[src/rtl/mck_pkg.sv]
// Morse keyer package: types, code table ROM contents and lamp constants.
// Used by every module of the keyer; no dependencies.
`default_nettype none
package mck_pkg;

  localparam int          ERROR_LAMP_COUNT = 4;
  localparam int          UNIT_W           = 12;
  localparam int          DUR_W            = 15;
  localparam int          LAMP_W           = 4;
  localparam int          SYM_COUNT        = 36;
  localparam logic [11:0] UNIT_RESET       = 12'd100;

  localparam logic [LAMP_W-1:0] LAMP_MASK =
    (ERROR_LAMP_COUNT >= LAMP_W) ? {LAMP_W{1'b1}} :
    LAMP_W'((1 << ERROR_LAMP_COUNT) - 1);

  typedef enum logic [1:0] {
    CLS_MORSE,
    CLS_SPACE,
    CLS_ERROR,
    CLS_NONE
  } cls_t;

  typedef struct packed {
    logic [2:0] len;
    logic [4:0] bits;
  } sym_t;

  typedef struct packed {
    cls_t cls;
    sym_t sym;
  } lut_t;

  typedef struct packed {
    logic active;
    logic on_last;
  } seq_stat_t;

  // {len[2:0], bits[4:0]}, first element at bit 4, set bit is a dash. A..Z, 0..9.
  localparam logic [7:0] CODE_TAB [SYM_COUNT] = '{
    8'h48, 8'h90, 8'h94, 8'h70, 8'h20, 8'h84, 8'h78, 8'h80, 8'h40,
    8'h8E, 8'h74, 8'h88, 8'h58, 8'h50, 8'h7C, 8'h8C, 8'h9A, 8'h68,
    8'h60, 8'h30, 8'h64, 8'h82, 8'h6C, 8'h92, 8'h96, 8'h98,
    8'hBF, 8'hAF, 8'hA7, 8'hA3, 8'hA1, 8'hA0, 8'hB0, 8'hB8, 8'hBC, 8'hBE
  };

  localparam logic [7:0] CH_LA  = 8'h61;
  localparam logic [7:0] CH_LZ  = 8'h7A;
  localparam logic [7:0] CH_UA  = 8'h41;
  localparam logic [7:0] CH_UZ  = 8'h5A;
  localparam logic [7:0] CH_D0  = 8'h30;
  localparam logic [7:0] CH_D9  = 8'h39;
  localparam logic [7:0] CH_SP  = 8'h20;
  localparam logic [7:0] CH_LF  = 8'h0A;
  localparam logic [7:0] CH_CR  = 8'h0D;
  localparam logic [5:0] DIGIT_BASE = 6'd26;

endpackage
`default_nettype wire

[src/rtl/morse_character_keyer.sv]
// Morse character keyer top level: unit time register, code ROM, sequencer.
// Depends on mck_pkg, mck_rom, mck_seq.
//
// A byte is taken when start is high and busy is low. In the cycle after, the code
// ROM word is ready and the sequencer loads it; segments then leave on out_*
// one per cycle, each marked by out_valid for a single cycle, with out_last on
// the final one. The receiver has no stall: it must take every strobed word.
// A character of n elements gives 2n+1 segments, a space one, an error six, CR
// and LF none. busy drops while the final segment is being formed, so the next
// byte's ROM read overlaps it and a character costs its segments plus the ROM read;
// the sequencer, at one segment per cycle, sets the pace. The first segment
// passes the ROM, sequencer state and output registers before it is driven.
// cfg_we writes the unit length in ms (reset 100 ms) and should only be used
// while the block is idle.
`default_nettype none
module morse_character_keyer (
  input  wire logic                          clk,
  input  wire logic                          rst_n,
  input  wire logic                          cfg_we,
  input  wire logic [mck_pkg::UNIT_W-1:0]    cfg_wdata,
  input  wire logic                          start,
  output logic                               busy,
  input  wire logic [7:0]                    in_char_code,
  output logic                               out_valid,
  output logic                               out_signal_on,
  output logic [mck_pkg::LAMP_W-1:0]         out_error_lamps,
  output logic [mck_pkg::DUR_W-1:0]          out_duration_ms,
  output logic                               out_last
);
  import mck_pkg::*;

  logic [UNIT_W-1:0] unit_r;
  logic              accept;
  logic              rom_valid;
  lut_t              rom_data;
  seq_stat_t         stat;

  always_ff @(posedge clk) begin
    if (!rst_n) begin
      unit_r <= UNIT_RESET;
    end else if (cfg_we) begin
      unit_r <= cfg_wdata;
    end
  end

  assign busy   = rom_valid | (stat.active & ~stat.on_last);
  assign accept = start & ~busy;

  mck_rom u_rom (
    .clk       (clk),
    .rst_n     (rst_n),
    .rd_en     (accept),
    .char_code (in_char_code),
    .rd_data   (rom_data),
    .rd_valid  (rom_valid)
  );

  mck_seq u_seq (
    .clk             (clk),
    .rst_n           (rst_n),
    .load            (rom_valid),
    .lut             (rom_data),
    .unit_len        (unit_r),
    .stat            (stat),
    .out_valid       (out_valid),
    .out_signal_on   (out_signal_on),
    .out_error_lamps (out_error_lamps),
    .out_duration_ms (out_duration_ms),
    .out_last        (out_last)
  );

endmodule
`default_nettype wire

[src/rtl/mck_rom.sv]
// Character classifier and registered Morse code table ROM.
// Depends on mck_pkg.
`default_nettype none
module mck_rom (
  input  wire logic          clk,
  input  wire logic          rst_n,
  input  wire logic          rd_en,
  input  wire logic [7:0]    char_code,
  output mck_pkg::lut_t      rd_data,
  output logic               rd_valid
);
  import mck_pkg::*;

  cls_t        cls;
  logic [5:0]  idx;
  logic [7:0]  diff;
  logic        rd_valid_r;
  lut_t        rd_data_r;

  always_comb begin
    diff = 8'd0;
    cls  = CLS_ERROR;
    idx  = 6'd0;
    priority if (char_code >= CH_LA && char_code <= CH_LZ) begin
      cls  = CLS_MORSE;
      diff = char_code - CH_LA;
      idx  = diff[5:0];
    end else if (char_code >= CH_UA && char_code <= CH_UZ) begin
      cls  = CLS_MORSE;
      diff = char_code - CH_UA;
      idx  = diff[5:0];
    end else if (char_code >= CH_D0 && char_code <= CH_D9) begin
      cls  = CLS_MORSE;
      diff = char_code - CH_D0;
      idx  = diff[5:0] + DIGIT_BASE;
    end else if (char_code == CH_SP) begin
      cls  = CLS_SPACE;
    end else if (char_code == CH_LF || char_code == CH_CR) begin
      cls  = CLS_NONE;
    end else begin
      cls  = CLS_ERROR;
    end
  end

  always_ff @(posedge clk) begin
    if (!rst_n) begin
      rd_valid_r <= 1'b0;
    end else begin
      rd_valid_r <= rd_en;
    end
  end

  always_ff @(posedge clk) begin
    if (rd_en) begin
      rd_data_r.cls <= cls;
      rd_data_r.sym <= sym_t'(CODE_TAB[idx]);
    end
  end

  assign rd_data  = rd_data_r;
  assign rd_valid = rd_valid_r;

endmodule
`default_nettype wire

[src/rtl/mck_seq.sv]
// Segment sequencer: walks one word's segments, one per cycle, into output regs.
// Depends on mck_pkg; fed by mck_rom.
`default_nettype none
module mck_seq (
  input  wire logic                          clk,
  input  wire logic                          rst_n,
  input  wire logic                          load,
  input  wire mck_pkg::lut_t                 lut,
  input  wire logic [mck_pkg::UNIT_W-1:0]    unit_len,
  output mck_pkg::seq_stat_t                 stat,
  output logic                               out_valid,
  output logic                               out_signal_on,
  output logic [mck_pkg::LAMP_W-1:0]         out_error_lamps,
  output logic [mck_pkg::DUR_W-1:0]          out_duration_ms,
  output logic                               out_last
);
  import mck_pkg::*;

  logic              active_r, active_nxt;
  cls_t              kind_r, kind_nxt;
  logic [3:0]        seg_r, seg_nxt;
  logic [3:0]        seg_last_r, seg_last_nxt;
  logic [4:0]        bits_r, bits_nxt;

  logic              is_last;
  logic              sig;
  logic [LAMP_W-1:0] lamps;
  logic [2:0]        mult;

  logic              valid_r;
  logic              sig_r;
  logic [LAMP_W-1:0] lamps_r;
  logic [DUR_W-1:0]  dur_r;
  logic              last_r;

  assign is_last = (seg_r == seg_last_r);

  always_comb begin
    sig   = 1'b0;
    lamps = '0;
    mult  = 3'd1;
    unique case (kind_r)
      CLS_MORSE: begin
        if (is_last) begin
          mult = 3'd2;
        end else if (!seg_r[0]) begin
          sig  = 1'b1;
          mult = bits_r[4] ? 3'd3 : 3'd1;
        end
      end
      CLS_SPACE: begin
        mult = 3'd4;
      end
      CLS_ERROR: begin
        mult = 3'd5;
        if (!seg_r[0]) begin
          lamps = LAMP_MASK;
        end
      end
      CLS_NONE: begin
        mult = 3'd1;
      end
      default: begin
        mult = 3'd1;
      end
    endcase
  end

  always_comb begin
    active_nxt   = active_r;
    kind_nxt     = kind_r;
    seg_nxt      = seg_r;
    seg_last_nxt = seg_last_r;
    bits_nxt     = bits_r;
    if (load) begin
      active_nxt = (lut.cls != CLS_NONE);
      kind_nxt   = lut.cls;
      seg_nxt    = 4'd0;
      bits_nxt   = lut.sym.bits;
      unique case (lut.cls)
        CLS_MORSE: seg_last_nxt = {lut.sym.len, 1'b0};
        CLS_ERROR: seg_last_nxt = 4'd5;
        CLS_SPACE: seg_last_nxt = 4'd0;
        CLS_NONE:  seg_last_nxt = 4'd0;
        default:   seg_last_nxt = 4'd0;
      endcase
    end else if (active_r) begin
      if (is_last) begin
        active_nxt = 1'b0;
      end else begin
        seg_nxt = seg_r + 4'd1;
      end
      if (!seg_r[0]) begin
        bits_nxt = {bits_r[3:0], 1'b0};
      end
    end
  end

  always_ff @(posedge clk) begin
    if (!rst_n) begin
      active_r <= 1'b0;
      valid_r  <= 1'b0;
    end else begin
      active_r <= active_nxt;
      valid_r  <= active_r;
    end
  end

  always_ff @(posedge clk) begin
    kind_r     <= kind_nxt;
    seg_r      <= seg_nxt;
    seg_last_r <= seg_last_nxt;
    bits_r     <= bits_nxt;
    sig_r      <= sig;
    lamps_r    <= lamps;
    dur_r      <= DUR_W'(unit_len) * DUR_W'(mult);
    last_r     <= is_last;
  end

  assign stat = {active_r, active_r & is_last};

  assign out_valid       = valid_r;
  assign out_signal_on   = sig_r;
  assign out_error_lamps = lamps_r;
  assign out_duration_ms = dur_r;
  assign out_last        = last_r;

endmodule
`default_nettype wire

[config.mk]
export PLATFORM = sky130hd
export DESIGN_NAME = morse_character_keyer
export DESIGN_NICKNAME = d
export VERILOG_FILES = /design/src/rtl/mck_pkg.sv /design/src/rtl/morse_character_keyer.sv /design/src/rtl/mck_rom.sv /design/src/rtl/mck_seq.sv
export SDC_FILE = /design/constraint.sdc
export NUM_CORES = 1
export LEC_CHECK = 0
export BUFFER_PORTS_ARGS = -buffer_cell sky130_fd_sc_hd__buf_4
export CORE_MARGIN = 2
export CORE_UTILIZATION = 50
export CTS_CLUSTER_DIAMETER = 60
export DETAILED_ROUTE_END_ITERATION = 12
export PLACE_DENSITY_LB_ADDON = 0.25
export SYNTH_ARGS = -nofsm -noshare
export SYNTH_HDL_FRONTEND = slang
export SYNTH_SLANG_ARGS = --single-unit
[constraint.sdc]
create_clock -name clk -period 9.65 [get_ports clk]
set_input_delay 1.4475 -clock clk [delete_from_list [all_inputs] [get_ports clk]]
set_output_delay 1.4475 -clock clk [all_outputs]
set_load 0.01 [all_outputs]
* After elaboration in Yosys (flattened, before gate mapping)
Memory sizes are Yosys's and may differ from the RTL's. A register that Yosys moved wholly into a read port is not among the register bits.
Cells that the tools add are included.
** Word-level totals
- Input port bits :: 24
- Bits in registers :: 53
- ROM bits :: 512
- Word-level logic and storage cells :: 79
- Memories :: 1
- Output and inout port bits :: 23
** Memory list
- (no name shown) :: depth 64, width 8, read ports 1, clocked after Yosys merged registers in 1, write ports 0, line mck_rom.sv:56 : rd_data_r.sym <= sym_t'(CODE_TAB[idx]);
** Cells by class
- Multipliers :: 1
- Eq/ne operators :: 12
- Reductions and logical operators :: 13
- Order comparisons :: 6
- Bitwise gates (word level) :: 9
- Add/sub/neg operators :: 5
- Muxes and demuxes :: 18
** Operators by type and width (count)
- $mux W6 :: 3
- $eq A8 B4 Y1 const B :: 2
- $ge A8 B7 Y1 const B :: 2
- $le A8 B7 Y1 const B :: 2
- $mul A12 B3 Y15 :: 1
- $mux W5 :: 3
- $pmux W3 S4 :: 1
- $pmux W4 S3 :: 1
- $sub A6 B6 Y6 const B :: 2
- $eq A2 B2 Y1 const B :: 4
- $eq A8 B6 Y1 const B :: 1
- $ge A8 B6 Y1 const B :: 1
- $le A8 B6 Y1 const B :: 1
- $not A6 Y7 :: 1
- $add A6 B5 Y6 const B :: 1
- $mux W1 :: 6
- $mux W3 :: 2
- $sub A6 B1 Y6 const B :: 1
- $add A4 B1 Y4 const B :: 1
- $eq A2 B1 Y1 const B :: 2
- $eq A4 B4 Y1 :: 1
- $logic_not A2 Y1 :: 2
- $mux W4 :: 1
- $ne A2 B2 Y1 const B :: 2
- 11 further kinds :: 20

* Logic depth before layout (Yosys ltp)
Gate-level depths: netlist of run 1.
- Word-level depth :: 7
- Gate-level depth with buffers :: 16
- Gate-level depth less buffers :: 15

* Cells and area by module
Synthesis of run 1 repeated with hierarchy kept, for this count alone.
** Unflattened totals
- Cell total of the unflattened synthesis :: 422
- Area total of the unflattened synthesis :: 4057.6 µm²
** Modules (own cells, without submodules)
- mck_seq :: times used 1, cells an instance 231, area each 2235.9 µm², seq. area each 810.8 µm²
- mck_rom :: times used 1, cells an instance 149, area each 1356.3 µm², seq. area each 320.3 µm²
- morse_character_keyer :: times used 1, cells an instance 42, area each 465.4 µm², seq. area each 240.2 µm²

* Worst setup path before layout of run 1
No wires, ideal clock.
- Kind :: input-to-reg
- Start point :: in in_char_code[2]
- End point :: reg, netlist name u_rom.rd_data[7]
- Library setup time :: 268 ps
- Path slack :: 5784 ps
- Arrival time :: 3598 ps
- Data required time :: 9382 ps
- Path buffers :: 2
- Stages :: 11
- Cells stage by stage :: buf_4 > inv_1 > ha_1 > nor2b_1 > o311a_4 > a22o_1 > buf_2 > ha_1 > or4_1 > o31ai_1 > o31ai_1
** On the way
- Word-level cells in the longest chain between the ends :: 6
- Elaborated cells between the ends (all ways) :: 17
- Classes of those cells :: add/sub (4); order compare (6); mux (3); bitwise (1); reduce/logical (3)
** Ends and longest elaborated chain
- start: declaration :: line morse_character_keyer.sv:23 : input wire logic [7:0] in_char_code,
- $sub A6 B6 Y6 (tied with other cells) :: line mck_rom.sv:34 : diff = char_code - CH_D0;
- $add A6 B5 Y6 / $logic_and A1 B1 Y1 (equally long branches) :: line mck_rom.sv:35, mck_rom.sv:32
- $mux W6 :: line mck_rom.sv:32 : end else if (char_code >= CH_D0 && char_code <= CH_D9) begin
- $mux W6 :: line mck_rom.sv:28 : end else if (char_code >= CH_UA && char_code <= CH_UZ) begin
- $mux W6 * :: line mck_rom.sv:24 : priority if (char_code >= CH_LA && char_code <= CH_LZ) begin
- $not A6 Y7 (implied by the code) * :: line mck_rom.sv:56
Mark *: on every way between the ends. The rest lies on a longest branch, timed or not.
A chain may end at the register's enable or synchronous reset.

* Final worst setup path of run 1
- Start point :: reg u_seq.seg_r[0]
- End point :: reg u_seq.dur_r[12] (netlist: u_seq.out_duration_ms[12])
** On the way
- Word-level cells in the longest chain between the ends :: 4
- Elaborated cells between the ends (all ways) :: 5
- Classes of those cells :: mul (1); eq/ne (1); mux (3)
** Ends and longest elaborated chain
- start: declaration :: line mck_seq.sv:21 : logic [3:0] seg_r, seg_nxt;
- start signal: assignment :: line mck_seq.sv:111 : seg_r <= seg_nxt;
- $eq A4 B4 Y1 :: line mck_seq.sv:36 : assign is_last = (seg_r == seg_last_r);
- named net u_seq.is_last :: line mck_seq.sv:25 : logic is_last;
- $mux W3 :: line mck_seq.sv:44 : if (is_last) begin
- $pmux W3 S4 :: line mck_seq.sv:42 : unique case (kind_r)
- $mul A12 B3 Y15 :: line mck_seq.sv:116 : dur_r <= DUR_W'(unit_len) * DUR_W'(mult);
- end signal: assignment :: line mck_seq.sv:116
- end: declaration :: line mck_seq.sv:33 : logic [DUR_W-1:0] dur_r;
The timed path passes the listed nets, and every way through them passes these cells.

==> run_results.csv, run 1 <==
group,metric,value,unit
cts,cts_hold_buffers,0,
critical_path,r2r_cells,15,
timing,final-max-slew-violation-count,0,
critical_path,cp-end-kind,"flip-flop",
floorplan,rows,32,
finish,fill_cells,668,
floorplan,core_area,7607,um2
power_and_ir_drop,clock_power_share,32.0,%
detailed_routing,ant_nets,0,
cts,clk-insertion-delay-late,0.34,ns
power_and_ir_drop,powerDensity,158.1,nW/um2
synthesis,synth.yosys.seq_area_share,35.53,%
global_route,grt_pass1_wl,12.36,mm
synthesis,syn_area,3860,um2
power_and_ir_drop,ir_drop,0.00007368,V
synthesis,synth_top_area_cell,"dfxtp_1",
synthesis,synth.area.top_cells,"dfxtp_1 19%, edfxtp_1 16%, ha_1 11%, mux2i_1 6.2%, fa_1 5.7%",
cts,cts_buffer_depth,2,
finish,drive_gt1_share,19.49,%
timing,setup_viol,0,
cts,postCtsSetupBuffers,0,
detailed_routing,highest_layer,"met4",
place,io_buffers,46,
critical_path,crit_type,"flip-flop to flip-flop",
cts,ctsResizeCount,0,
synthesis,yosys.cell_types.count,64,
synthesis,yosys.area.top_type_share,19.19,%
finish,final_common_cell,"buf_4",
finish,antenna_cells,0,
synthesis,syn_inst,385,
detailed_routing,drt_iter0_markers,88,
critical_path,r2r_start,"u_seq.seg_r[0]",
finish,fin_cells,533,
cts,clk_pin_slew_worst_paths,0.07,ns
critical_path,crit_slowest_cell,"a21oi_1",
floorplan,fp.dieH,91.86,um
critical_path,r2r-end,"u_seq.out_duration_ms[12]",
timing,tns,0,ns
min_path,whs_endpoint,"u_seq.out_valid",
power_and_ir_drop,power_switching,201.5,uW
detailed_routing,routedWlPerCell,13.27,um
floorplan,initial_core_util,50.74,%
timing,slew_headroom,40.00,%
timing,rsz0062_at_grt,"no",
global_route,grt_usage,18.28,%
detailed_routing,drt_first_pass_iters,4,
finish,final_cell_mix,"46 x buf_4, 45 x nand2_1, 37 x dfxtp_1",
status,outcome,"finished, final reports clean",
place,gp_congestion,0.8432,
global_route,antenna_found_initial,0,
power_and_ir_drop,switching_share,28.64,%
power_and_ir_drop,p_leak,2.113,nW
cts,htreeDepth,3,
global_route,gr-total-overflow,0,
floorplan,boundaryPins,47,
detailed_routing,drc,0,
place,place_inst,517,
detailed_routing,dr_wl_met3,249,um
flow_run,maxCapViolCount,0,
timing,fin_crit,4.460,ns
finish,finish.utilization,58.52,%
critical_path,critical_path_arrival,4.72,ns
min_path,hp-class,"flip-flop to flip-flop",
detailed_routing,wl_met2,3.420,mm
synthesis,ys_seq_elements,58,
detailed_routing,drt-met1-wl,3.313,mm
synthesis,yosysWarnings,0,
timing,worst_pin_slew,0.8999,ns
synthesis,avgSynthCellArea,10.03,um2
cts,cts_root_buffer,"clkbuf_8",
critical_path,r2r_slack,5.19,ns
detailed_routing,vias_per_cell,5.263,
finish,multi_input_area,2272,um2
detailed_routing,wirelength,7.073,mm
critical_path,crit_chain,"xnor2_1 -> nand4_1 -> inv_1 -> a21oi_1 -> and2_1 -> fa_1 -> ha_1 -> fa_1 -> a21o_1 -> a21oi_1 -> nor2b_1 -> o21a_1 -> o221a_2 -> a311oi_1 -> xnor2_1",
global_route,grt_max_degree,19,
timing,clock.fmax,0.2242,GHz
critical_path,start_kind,"flip-flop",
floorplan,die_area,8438,um2
finish,syn2layout_area_growth,15.33,%
finish,regArea,1371,um2
cts,cts_tree,"yes",
synthesis,synthFlopType,"dfxtp_1",
detailed_routing,dr_total_vias,2805,
synthesis,synth_enable_flop_cells,21,
floorplan,dieWidth,91.86,um
timing,finClkSkew,0.006360,ns
power_and_ir_drop,pwr-share-comb,24.5,%
place,pre_cts_ws,4.944,ns
power_and_ir_drop,seqPwrFrac,43.6,%
critical_path,critPathMaxFanout,12,
timing,hold_slack,0.4960,ns
finish,nets,494,
place,dp_hpwl,5.302,mm
timing,finalHoldViolCount,0,
min_path,hp-start,"u_seq.active_r",
power_and_ir_drop,internal-power,502.2,uW
min_path,whs_path_depth,1,
synthesis,synth_nets,453,
cts,cts_buffers,9,
timing,period_share,46.22,%
synthesis,synth_async_sr_flop_share,0,%
global_route,grt_pass1_vias,2706,
critical_path,slowest_delay,0.72,ns
cts,cts.sinks,58,
critical_path,required,9.91,ns
timing,fin_ws,5.190,ns
-- flip-flops by register name (all words and copies together), names as in the netlist, 2 cells and up --
register / flops
u_seq.out_duration_ms: 15
u_seq.kind_r: 2
u_seq.seg_r: 4
u_rom.rd_data: 10
u_seq.seg_last_r: 4
unit_r: 12
u_seq.bits_r: 5
-- power by group through the flow --
stage | Clock (mW) | Sequential [mW] | Combinational [mW]
after CTS | 0.233 | 0.307 | 0.173
after floorplan | 0 | 0.315 | 0.114
after global routing | 0.243 | 0.310 | 0.195
after global placement | 0 | 0.310 | 0.169
after detailed placement | 0 | 0.312 | 0.173
final | 0.225 | 0.307 | 0.172
-- worst max-delay path by stage --
| stage | depth (start not counted) | slack [ns] | startpoint | end |
|---|---|---|---|---|
| 6_report | 15 | 5.19 | u_seq.seg_r[0] | u_seq.out_duration_ms[12] |
| 3_5_place_dp | 14 | 4.94 | u_seq.seg_r[0] | u_seq.out_duration_ms[14] |
| 3_3_place_gp | 14 | 5.11 | u_seq.seg_r[0] | u_seq.out_duration_ms[14] |
| 4_1_cts | 14 | 4.91 | u_seq.seg_r[0] | u_seq.out_duration_ms[14] |
| 5_1_grt | 14 | 4.89 | u_seq.seg_r[0] | u_seq.out_duration_ms[12] |
| 2_1_floorplan | 11 | 5.78 | in_char_code[2] | u_rom.rd_data[7] |
-- critical path, delay by kind of cell, from the launching register on --
kind / cells / cell delay, ns
adders and majority gates: 3 / 1.07
buffers and inverters: 1 / 0.07
and+or+nand+nor: 3 / 0.48
DFF: 1 / 0.44
xor gates and xnor gates: 2 / 0.28
AOI/OAI and AO/OA: 6 / 2.04
-- stage by stage --
step | instance area [um2] | total power, mW
after global placement | 4248 | 0.4799
after floorplan | 3860 | 0.4290
after CTS | 4452 | 0.7130
after detailed placement | 4248 | 0.4844
final | 4452 | 0.7038
after global routing | 4452 | 0.7473
-- cell families (layout without fill, tap and decap cells) --
| logic type | count (synthesis) | in the layout | synth area share, % |
|---|---|---|---|
| flip-flops | 58 | 58 | 35.53 |
| AO/OA/AOI/OAI | 61 | 61 | 14.07 |
| buffers and inverters | 51 | 97 | 5.608 |
| XOR/XNOR | 18 | 18 | 4.084 |
| multiplexers | 31 | 31 | 8.266 |
| AND/OR/NAND/NOR | 122 | 122 | 16.05 |
| adder cells (fa/ha/maj) | 44 | 44 | 16.40 |
-- per-layer routing --
layer  GRT usage (%)  vias up
li1                -     1415
met1           24.34     1325
met2           29.96       56
met3           3.040        9
met4           6.841        0
met5               0        -
-- synthesized netlist by cell type (all sizes together), types with 3 or more instances --
cell type,instances
edfxtp,21
o21a,3
or3,5
a21oi,12
inv,35
xor2,6
mux2i,24
nor3b,4
a21o,5
nand2,46
nor3,7
ha,33
clkbuf,8
mux2,7
xnor2,12
nor2b,13
o31ai,3
and3,4
nand4,3
nand3,3
buf,8
a211oi,4
fa,11
dfxtp,37
nor2,17
o21ai,8
o21bai,3
and2,15
-- final cells by class --
| cell class | count | area share [%] |
|---|---|---|
| clock buffers | 11 | 3.401 |
| clock inverters | 5 | 1.180 |
| inverters | 35 | 2.951 |
| multi-input cells | 276 | 51.04 |
| flip-flops and latches | 58 | 30.80 |
| well taps | 102 | 2.867 |
| repair buffers | 46 | 7.757 |
Power figures use the tool's default switching activity.
==> run 2: changes to the inputs <==
==> constraint.sdc (replaced) <==
create_clock -name clk -period 3.8 [get_ports clk]
set_input_delay 0.57 -clock clk [delete_from_list [all_inputs] [get_ports clk]]
set_output_delay 0.57 -clock clk [all_outputs]
set_load 0.01 [all_outputs]
==> run 2 against run 1 <==
Compared with the run above:
- maximum frequency is 24% higher
- highest routed layer unchanged
- flip-flop and latch count stayed put
- setup slack worse by 5.0 ns
- die area unchanged
- clock skew is 0.00091 ns lower
==> run_results.csv, run 2 (synthesis gave the netlist of run 1 again) <==
group,metric,value,unit
status,outcome,"finished, final reports clean",
floorplan,dieWidth,91.86,um
power_and_ir_drop,power,1.824,mW
timing,period_share,94.63,%
critical_path,required,4.06,ns
global_route,grt_pass1_vias,2803,
power_and_ir_drop,powerDensity,397.4,nW/um2
finish,regArea,1371,um2
detailed_routing,drt-met1-wl,3.155,mm
finish,final_common_cell,"buf_4",
min_path,hp-class,"input port to flip-flop",
cts,cts_tree,"yes",
flow_run,maxCapViolCount,0,
finish,drive_gt1_share,22.87,%
timing,setup_viol,0,
cts,htreeDepth,3,
critical_path,cp-end-kind,"flip-flop",
place,io_buffers,46,
power_and_ir_drop,p_leak,2.189,nW
critical_path,crit_type,"flip-flop to flip-flop",
detailed_routing,drt_first_pass_iters,4,
global_route,grt_pass1_wl,12.36,mm
cts,cts.sinks,58,
finish,antenna_cells,0,
detailed_routing,dr_wl_met3,324,um
place,dp_hpwl,5.295,mm
power_and_ir_drop,ir_drop,0.0001359,V
detailed_routing,drc,0,
timing,final-max-slew-violation-count,0,
detailed_routing,wl_met2,3.445,mm
cts,cts_buffer_depth,2,
timing,worst_pin_slew,0.6691,ns
cts,cts_hold_buffers,0,
floorplan,rows,32,
finish,nets,509,
critical_path,critPathMaxFanout,3,
critical_path,critical_path_arrival,3.85,ns
detailed_routing,wirelength,7.000,mm
detailed_routing,highest_layer,"met4",
cts,cts_root_buffer,"clkbuf_8",
timing,finClkSkew,0.005446,ns
place,gp_congestion,0.8479,
global_route,grt_usage,18.11,%
finish,syn2layout_area_growth,18.90,%
global_route,grt_max_degree,19,
finish,fill_cells,649,
cts,postCtsSetupBuffers,0,
floorplan,fp.dieH,91.86,um
cts,cts_buffers,9,
global_route,gr-total-overflow,0,
detailed_routing,routedWlPerCell,12.77,um
floorplan,boundaryPins,47,
critical_path,start_kind,"flip-flop",
finish,final_cell_mix,"61 x buf_4, 45 x nand2_1, 37 x dfxtp_1",
cts,clk-insertion-delay-late,0.33,ns
timing,clock.fmax,0.2781,GHz
timing,slew_headroom,55.33,%
detailed_routing,drt_iter0_markers,118,
global_route,antenna_found_initial,0,
timing,finalHoldViolCount,0,
detailed_routing,ant_nets,0,
place,pre_cts_ws,-0.03097,ns
timing,fin_crit,3.596,ns
detailed_routing,dr_total_vias,2865,
floorplan,initial_core_util,50.74,%
finish,multi_input_area,2293,um2
detailed_routing,vias_per_cell,5.228,
floorplan,die_area,8438,um2
timing,fin_ws,0.2041,ns
finish,largest_register_ffs,15,
floorplan,core_area,7607,um2
timing,hold_slack,0.4668,ns
cts,clk_pin_slew_worst_paths,0.06,ns
-- run 2: changes by cell type in the layout (fill, tap and decap cells not counted), moves of 2 or more --
| cell | previous run | this run |
|---|---|---|
| buf_4 | 46 | 61 |
| a21oi_1 | 10 | 8 |
| a21oi_2 | 1 | 3 |
| clkbuf_1 | 0 | 2 |
| clkinv_2 | 3 | 1 |
-- run 2: metrics by stage --
step	setup TNS [ns]	util, %	instances	instance area (um2)
after global routing	-0.04397	60.33	548	4589
final	0	60.33	548	4589
after detailed placement	-0.05492	57.32	532	4360
after global placement	0	57.32	532	4360
after CTS	0	60.13	548	4574
after floorplan	0	-	385	3860
-- run 2: worst paths after layout --
path	start	endpoint	slack (ns)	depth (start not counted)
worst min register to register	u_seq.active_r	u_seq.out_valid	0.51	1
worst max-delay path	u_seq.kind_r[1]	u_seq.out_duration_ms[12]	0.20	16
worst min-delay path	cfg_wdata[2]	unit_r[2]	0.47	3
worst max register to register	u_seq.kind_r[1]	u_seq.out_duration_ms[12]	0.20	16
-- run 2: what timing repair did --
action	CTS	global route
resized for setup	2	4
setup endpoints to repair	2	2
pin swaps	0	2
-- run 2: routing by layer --
layer / vias up / track usage, %
met2: 82 / 29.84
met4: 0 / 6.965
met1: 1332 / 23.48
li1: 1443 / -
met3: 8 / 3.698
met5: - / 0
-- run 2: layout make-up --
type / instances / share of cell area (%)
Clock buffer: 14 / 3.762
Clock inverter: 2 / 0.7634
Inverter: 35 / 2.863
Multi-Input combinational cell: 276 / 49.97
Sequential cell: 58 / 29.88
Tap cell: 102 / 2.781
Timing Repair Buffer: 61 / 9.978
-- run 2: report_power, final --
part,internal [mW],switching [mW]
Clock,0.356,0.220
Combinational,0.235,0.242
Sequential,0.731,0.0391
Total,1.32,0.501
-- run 2: worst max-delay path: stages, from the launching register on --
cell	delay (ns)
edfxtp_1	0.39
inv_1	0.06
ha_1	0.18
buf_4	0.14
nor3_2	0.17
a21oi_2	0.05
and2_1	0.16
fa_1	0.43
ha_1	0.24
fa_2	0.35
a21o_1	0.19
a21oi_2	0.15
nor2b_1	0.06
o21a_1	0.18
o221a_2	0.28
a311oi_2	0.33
xnor2_1	0.15
